## config.mk

```make
export PLATFORM = sky130hd
export DESIGN_NAME = tte_ctrl
export DESIGN_NICKNAME = d
export VERILOG_FILES = /design/src/tte_pkg.sv /design/src/tte_ctrl.sv
export SDC_FILE = /design/constraint.sdc
export NUM_CORES = 1
export LEC_CHECK = 0
export ABC_AREA = 1
export BUFFER_PORTS_ARGS = -buffer_cell sky130_fd_sc_hd__buf_2
export CORE_MARGIN = 2
export CORE_UTILIZATION = 25
export CTS_CLUSTER_DIAMETER = 200
export DETAILED_ROUTE_END_ITERATION = 16
export MAX_ROUTING_LAYER = met4
export PLACE_DENSITY = 0.6
export SYNTH_ARGS = -nofsm -noshare
export SYNTH_HDL_FRONTEND = slang
export SYNTH_SLANG_ARGS = --single-unit
```

## constraint.sdc

```tcl
create_clock -name clk -period 1.35 [get_ports clk]
set_input_delay 0.135 -clock clk [delete_from_list [all_inputs] [get_ports clk]]
set_output_delay 0.135 -clock clk [all_outputs]
set_load 0.05 [all_outputs]
```

## src/tte_pkg.sv

```systemverilog
// Shared constants, types and helpers of the text terminal escape controller.
// No dependencies; every other file uses this package.
package tte_pkg;

	localparam int ROWS      = 25;
	localparam int COLS      = 80;
	localparam int ESC_LIMIT = 20;
	localparam int TAB_STEP  = 8;

	localparam int CELLS      = ROWS * COLS;
	localparam int MOVE_CELLS = (ROWS - 1) * COLS;
	localparam int ADDR_W     = $clog2(CELLS);
	localparam int ROW_W      = 5;
	localparam int COL_W      = 7;
	localparam int CH_W       = 7;
	localparam int BUF_DEPTH  = ESC_LIMIT + 1;
	localparam int IDX_W      = $clog2(BUF_DEPTH);
	localparam int LEN_W      = $clog2(ESC_LIMIT + 2);
	localparam int NUM_W      = 9;

	typedef logic [CH_W-1:0]   ch_t;
	typedef logic [ROW_W-1:0]  row_t;
	typedef logic [COL_W-1:0]  col_t;
	typedef logic [ADDR_W-1:0] addr_t;
	typedef logic [NUM_W-1:0]  num_t;

	localparam num_t NUM_SAT = '1;

	localparam ch_t CH_BS    = 7'd8;
	localparam ch_t CH_TAB   = 7'd9;
	localparam ch_t CH_LF    = 7'd10;
	localparam ch_t CH_CR    = 7'd13;
	localparam ch_t CH_ESC   = 7'd27;
	localparam ch_t CH_SPACE = 7'd32;
	localparam ch_t CH_DEL   = 7'h7f;
	localparam ch_t CH_ZERO  = 7'h30;
	localparam ch_t CH_ONE   = 7'h31;
	localparam ch_t CH_TWO   = 7'h32;
	localparam ch_t CH_NINE  = 7'h39;
	localparam ch_t CH_SEMI  = 7'h3b;
	localparam ch_t CH_LBRK  = 7'h5b;
	localparam ch_t CH_UP    = 7'h41;
	localparam ch_t CH_DOWN  = 7'h42;
	localparam ch_t CH_RIGHT = 7'h43;
	localparam ch_t CH_LEFT  = 7'h44;
	localparam ch_t CH_POS_H = 7'h48;
	localparam ch_t CH_CLR_J = 7'h4a;
	localparam ch_t CH_CLR_K = 7'h4b;
	localparam ch_t CH_POS_F = 7'h66;
	localparam ch_t CH_SAVE  = 7'h73;
	localparam ch_t CH_REST  = 7'h75;

	typedef enum logic [2:0] {
		CC_NONE, CC_ESC, CC_CR, CC_LF, CC_BS, CC_TAB, CC_PRINT
	} ch_class_t;

	typedef enum logic [4:0] {
		OP_NONE, OP_FILL, OP_LOAD, OP_OUT, OP_ESC_DROP, OP_ESC_STORE, OP_ESC_START,
		OP_CR, OP_LF, OP_BS, OP_TAB, OP_PUT, OP_PARSE, OP_APPLY, OP_REPLAY,
		OP_REPLAY_NEXT, OP_SCROLL
	} dp_op_t;

	typedef enum logic [3:0] {
		ST_INIT, ST_IDLE, ST_RD, ST_CHAR, ST_PARSE, ST_FILL, ST_SCROLL, ST_NEXT,
		ST_FINISH
	} tte_state_t;

	typedef struct packed {
		dp_op_t op;
	} dp_cmd_t;

	typedef struct packed {
		logic      req_read;
		logic      esc_active;
		logic      esc_over;
		logic      ch_final;
		ch_class_t ch_class;
		logic      at_bottom;
		logic      put_wrap;
		logic      tab_wrap;
		logic      parse_done;
		logic      apply_ok;
		logic      apply_fill;
		logic      fill_done;
		logic      scroll_done;
		logic      replay_more;
		logic      out_free;
	} dp_sts_t;

	function automatic addr_t cell_addr(row_t r, col_t c);
		return ADDR_W'(int'(r) * COLS + int'(c));
	endfunction

endpackage

```

## src/tte_ctrl.sv

```systemverilog
// Controller state machine: sequences the datapath one operation per cycle.
// Depends on tte_pkg.
module tte_ctrl (
	input  logic              clk,
	input  logic              arst_n,
	input  logic              req_valid,
	output logic              req_ready,
	input  tte_pkg::dp_sts_t  sts,
	output tte_pkg::dp_cmd_t  cmd
);
	import tte_pkg::*;

	tte_state_t state_q, state_d;

	always_ff @(posedge clk or negedge arst_n) begin
		if (!arst_n) begin
			state_q <= ST_INIT;
		end else begin
			state_q <= state_d;
		end
	end

	always_comb begin
		state_d = state_q;
		unique case (state_q)
			ST_INIT:   if (sts.fill_done) state_d = ST_IDLE;
			ST_IDLE:   if (req_valid) state_d = sts.req_read ? ST_RD : ST_CHAR;
			ST_RD:     state_d = ST_FINISH;
			ST_CHAR: begin
				if (sts.esc_active) begin
					state_d = (!sts.esc_over && sts.ch_final) ? ST_PARSE : ST_NEXT;
				end else begin
					unique case (sts.ch_class)
						CC_LF:    state_d = sts.at_bottom ? ST_SCROLL : ST_NEXT;
						CC_TAB:   state_d = (sts.tab_wrap && sts.at_bottom) ? ST_SCROLL : ST_NEXT;
						CC_PRINT: state_d = (sts.put_wrap && sts.at_bottom) ? ST_SCROLL : ST_NEXT;
						default:  state_d = ST_NEXT;
					endcase
				end
			end
			ST_PARSE: begin
				if (sts.parse_done)
					state_d = (sts.apply_ok && sts.apply_fill) ? ST_FILL : ST_NEXT;
			end
			ST_FILL:   if (sts.fill_done) state_d = ST_NEXT;
			ST_SCROLL: if (sts.scroll_done) state_d = ST_FILL;
			ST_NEXT:   state_d = sts.replay_more ? ST_CHAR : ST_FINISH;
			ST_FINISH: if (sts.out_free) state_d = ST_IDLE;
			default:   state_d = ST_INIT;
		endcase
	end

	always_comb begin
		cmd.op    = OP_NONE;
		req_ready = 1'b0;
		unique case (state_q)
			ST_INIT: cmd.op = OP_FILL;
			ST_IDLE: begin
				req_ready = 1'b1;
				if (req_valid) cmd.op = OP_LOAD;
			end
			ST_CHAR: begin
				if (sts.esc_active) begin
					cmd.op = sts.esc_over ? OP_ESC_DROP : OP_ESC_STORE;
				end else begin
					unique case (sts.ch_class)
						CC_ESC:   cmd.op = OP_ESC_START;
						CC_CR:    cmd.op = OP_CR;
						CC_LF:    cmd.op = OP_LF;
						CC_BS:    cmd.op = OP_BS;
						CC_TAB:   cmd.op = OP_TAB;
						CC_PRINT: cmd.op = OP_PUT;
						default:  cmd.op = OP_NONE;
					endcase
				end
			end
			ST_PARSE: begin
				if (!sts.parse_done) cmd.op = OP_PARSE;
				else if (sts.apply_ok) cmd.op = OP_APPLY;
				else cmd.op = OP_REPLAY;
			end
			ST_FILL:   cmd.op = OP_FILL;
			ST_SCROLL: cmd.op = OP_SCROLL;
			ST_NEXT:   if (sts.replay_more) cmd.op = OP_REPLAY_NEXT;
			ST_FINISH: if (sts.out_free) cmd.op = OP_OUT;
			default:   cmd.op = OP_NONE;
		endcase
	end

endmodule

```

Yosys cells after proc, flatten, opt, wreduce, memory -nomap -nowiden
Index checks and enable logic that the tools add are counted.
{ "word_totals": {"reg_bits": 4, "latchBits": 0, "ram_bits": 0, "romBits": 0, "in_bits": 20, "elab_cells": 55, "mem_count": 0} }
{ "classes": {"n_addsub": 0, "multipliers": 0, "div": 0, "n_lt_le_gt_ge": 0, "n_eq_ne": 20, "shifts": 0, "n_mux": 26, "bitwise_logic": 0, "reduce_logical": 8} }
{ "ops": {"columns": ["op", "count"], "rows": [
  ["2-to-1 mux 4 bit", 9],
  ["case mux 4 bit (9 select lines)", 1],
  ["case mux 5 bit (7 select lines)", 1],
  ["case mux 4 bit (6 select lines)", 1],
  ["equality test 4 x 3 -> 1 bit (second input constant)", 4],
  ["2-to-1 mux 2 bit", 7],
  ["inequality test 2 bit (second input constant)", 6],
  ["equality test 3 bit (second input constant)", 3],
  ["equality test 4 x 2 -> 1 bit (second input constant)", 2],
  ["equality test 3 x 2 -> 1 bit (second input constant)", 2],
  ["2-to-1 mux 1 bit", 6],
  ["AND reduction 6 bit", 1],
  ["equality test 4 x 1 -> 1 bit (second input constant)", 1],
  ["equality test 4 bit (second input constant)", 1],
  ["logical AND 1 bit", 4],
  ["logical NOT 4 bit", 1],
  ["equality test 3 x 1 -> 1 bit (second input constant)", 1],
  ["case mux 1 bit (3 select lines)", 1],
  ["OR reduction 2 bit", 1],
  ["logical NOT 1 bit", 1]
]} }

Longest topological paths before layout
{ "logic_depth": {"depth_word": 5, "mapped_depth": 9, "ltp_nobuf": 9} }

Least setup slack after synthesis
No wires, ideal clock.
{ "synth_timing": {"kind": "register to register", "from": "register state_q[3]", "to": "register state_q[0]", "setup_time_ps": 120, "t_arrival_ps": 1598, "required_ps": 1230, "slack_ps": -368, "stages_incl_launch_ff": 9, "path_buffers": 0, "synth_period_minus_slack_ps": 1718, "path_cell_list": "dfrtp_1 -> inv_2 -> nand2_4 -> nor3_2 -> nand2_1 -> nand3_1 -> nor2_1 -> nand2_1 -> nand2_1"} }
{ "synth_between": {"elab_chain_cells": 3} }
{ "synth_rtl": {"columns": ["item", "line", "source"], "rows": [
  ["start: declaration", "tte_ctrl.sv:13", "tte_state_t state_q, state_d;"],
  ["start signal: assignment", "tte_ctrl.sv:19", "state_q <= state_d;"],
  ["equality test 4 x 3 -> 1 bit (tied with other cells)", "tte_ctrl.sv:25", "unique case (state_q)"],
  ["inequality test 2 bit (no source line)", null, null],
  ["AND reduction 6 bit (no source line)", null, null]
]} }
Several ways; a longest one is shown, not always the timed one.
A chain may end at the register's enable or synchronous reset.

==> impl_metrics.py <==
metrics = {
    "pwr": {
        "total_leakage_power_nw": 0.611,
        "power_frac_clock_pct": 5.9,
        "internal_power_mw": 1.36,
        "power_frac_seq_pct": 9.8,
        "pwr-share-comb_pct": 84.3,
        "power.switching_mw": 1.36,
        "vdd_drop_max_v": 0.00178,
        "switching_share_pct": 50.0,
        "power_density_nw_per_um2": 2440,
    },
    "critical_path": {
        "arrival_ns": 1.45,
        "slowest_stage": "dfrtp_1",
        "crit_path_max_incr_delay_ns": 0.42,
        "cp-startpoint": "state_q[2]",
        "start_kind": "register",
        "path_cells": "inv_2 -> nand2_4 -> buf_12 -> nor2_4 -> nand2_1 -> nand4_1 -> buf_6",
        "regToRegStartpoint": "state_q[0]",
        "end_kind": "output pin",
        "required_ns": 1.22,
        "cp_max_fo": 4,
        "worstSetupPathType": "reg2out",
    },
    "cts": {
        "cts.clk_slew.worst_paths_ns": 0.04,
        "cts_tree": "yes",
        "clock_sinks": 4,
        "clk_latency_ns": 0.23,
        "clock_path_buffers": 2,
        "cts_buffers": 3,
        "cts-htree-levels": 1,
        "cts-root-buf": "clkbuf_4",
    },
    "floorplan": {
        "fp.dieW_um": 52.0,
        "core.rowCount": 17,
        "io_pins": 26,
        "design.core.area_um2": 2190,
        "initial_utilization_pct": 26.3,
        "die-area_um2": 2710,
        "dieHeight_um": 52.0,
    },
    "min_path": {
        "hold_class": "in2reg",
        "hp-start": "sts[2]",
    },
    "yosys": {
        "yosysUniqueCellTypes": 19,
        "syn_nets": 125,
        "synth-seq-cells": 4,
        "post_synth.cell_area_avg_um2": 5.49,
        "synth_cells": 105,
        "synth_area_um2": 577,
        "ys_seq_area_share_pct": 17.4,
        "yosysWarningCount": 0,
    },
    "finish": {
        "final_layout_size_suffix_gt1_share_pct": 51.6,
        "top_regs": "state_q: 4 flops",
        "largest-register": "state_q",
        "n_antenna_cell": 0,
        "largest_register_ffs": 4,
        "fin_util_pct": 50.8,
        "finalNetCount": 180,
        "syn_to_final_growth_pct": 93.1,
    },
    "global_routing": {
        "grt_overflow_total": 0,
        "grt_max_degree": 8,
        "grt_util_all_layers_pct": 16.0,
        "first_global_vias": 801,
        "grt_pass1_wl_um": 3170,
        "antenna_found_initial": 0,
    },
    "place": {
        "dp_hpwl_um": 1470,
        "globalplace.congestion": 0.804,
        "dpl_worst_slack_ns": -0.0800,
        "port-buffer-count": 25,
    },
    "routing": {
        "detail-route-antenna-nets": 0,
        "drt_iter0_markers": 19,
        "vias": 841,
        "wl_per_cell_um": 10.6,
        "drcViolationCount": 0,
        "routed_wl_um": 1990,
        "drtPass1Iterations": 4,
        "avgViaCountPerCell": 4.50,
    },
    "sta": {
        "rsz0062_at_grt": "yes",
        "setup_viol": 8,
        "slew_violations": 0,
        "slew_headroom_pct": 79.3,
        "hold_viol": 0,
        "layout_setup_ws_ns": -0.239,
        "period_needed_ns": 1.59,
        "worst_pin_slew_ns": 0.307,
        "fmax_ghz": 0.629,
        "min_period_over_period_pct": 118,
        "finClkSkew_ns": 0.00274,
    },
    "flow_run": {
        "max_cap_viol_count": 0,
    },
    "status": {
        "status": "finished, violations left",
        "violations": "negative setup slack",
    },
}
[layer usage]
layer  GRT usage (%)  share of wire (%)  vias up
li1                -                  -      432
met1            17.7                 43      377
met2            28.3                 49       28
met3            5.46                6.8        4
met4            2.19                1.2        0
met5               -                  0        -
[per-stage QoR]
step                      area (µm²)  hold WS (ns)  std cells  total power, mW  TNS, ns
after floorplan                  602        -0.161        105             1.34   -0.393
after global placement           870       -0.0561        169             1.91   -0.187
after detailed placement         870       -0.0536        169             1.93   -0.209
after CTS                       1050         0.151        182             2.52   -0.993
after global routing            1110         0.156        187             2.87    -1.76
final                           1110         0.153        187             2.71    -1.24
[power groups by stage]
stage	clock network [mW]	logic (mW)	registers (mW)
global placement	0	1.66	0.255
global route	0.179	2.42	0.272
CTS	0.169	2.09	0.261
finish	0.160	2.29	0.265
detailed placement	0	1.67	0.262
floorplan	0	1.08	0.260
[synthesized netlist by cell type]
cell type  instances  area share (%)
nand2_1           34              22
inv_2              3             2.0
o21ai_0            2             1.7
inv_1             19              12
nand2_4            2             3.9
o311ai_0           1             1.5
dfrtp_1            4              17
nor2_1            10             6.5
nor2_2             3             3.3
nor3_1             1            0.87
a21oi_1            4             3.5
nor2_4             3             5.9
nor3_2             1             1.7
nand2_2            2             2.2
o2111ai_1          1             1.5
nand4_1            1             1.1
nand3_1           12              10
o21ai_1            1            0.87
nand3b_1           1             1.3
[worst max-delay path, delay by kind of cell (launching register included)]
| kind | cells | cell delay, ns |
|---|---|---|
| buffers and inverters | 3 | 0.41 |
| AND/OR/NAND/NOR | 4 | 0.39 |
| flip-flops | 1 | 0.42 |
[repair_timing]
item | CTS | global route
hold buffers | 1 | 0
setup buffers | 8 | 5
hold endpoints to repair | 4 | 0
gates cloned | 0 | 0
pin swaps | 8 | 4
resized for setup | 28 | 6
setup endpoints to repair | 8 | 8
[path summary, 6_finish.rpt]
path / depth (start not counted) / slack (ns) / to
max: 7 / -0.24 / cmd[1]
min: 4 / 0.15 / state_q[1]
max reg2reg: 11 / -0.15 / state_q[0]
min reg2reg: 3 / 0.74 / state_q[0]
max in group asynchronous: 2 / 0.98 / state_q[0]
min in group asynchronous: 2 / 0.24 / state_q[1]
[cells by family after synthesis]
| logic type | after synthesis | synth area share [%] |
|---|---|---|
| compound gates | 9 | 9.11 |
| flops | 4 | 17.4 |
| simple gates | 70 | 59.2 |
| buf+inv | 22 | 14.3 |
[layout make-up]
cell class	instances	area, µm²
Clock buffer	4	26.3
Fill cell	216	1080
Inverter	22	87.6
Multi-Input combinational cell	79	462
Sequential cell	4	103
Tap cell	28	35.0
Timing Repair Buffer	50	400
[layout by cell type, fill, tap and decap left out, types with 3 or more instances in the layout]
| master | Yosys | routed |
|---|---|---|
| buf_6 | 0 | 4 |
| nor2_4 | 3 | 6 |
| inv_2 | 3 | 5 |
| buf_8 | 0 | 4 |
| nand2_1 | 34 | 29 |
| nand2_4 | 2 | 3 |
| clkbuf_4 | 0 | 3 |
| buf_2 | 0 | 19 |
| nor2_1 | 10 | 8 |
| buf_4 | 0 | 20 |
| nand2_2 | 2 | 6 |
| inv_1 | 19 | 16 |
| nand3_1 | 12 | 11 |
Note: power is estimated with default switching activity, not from simulation.
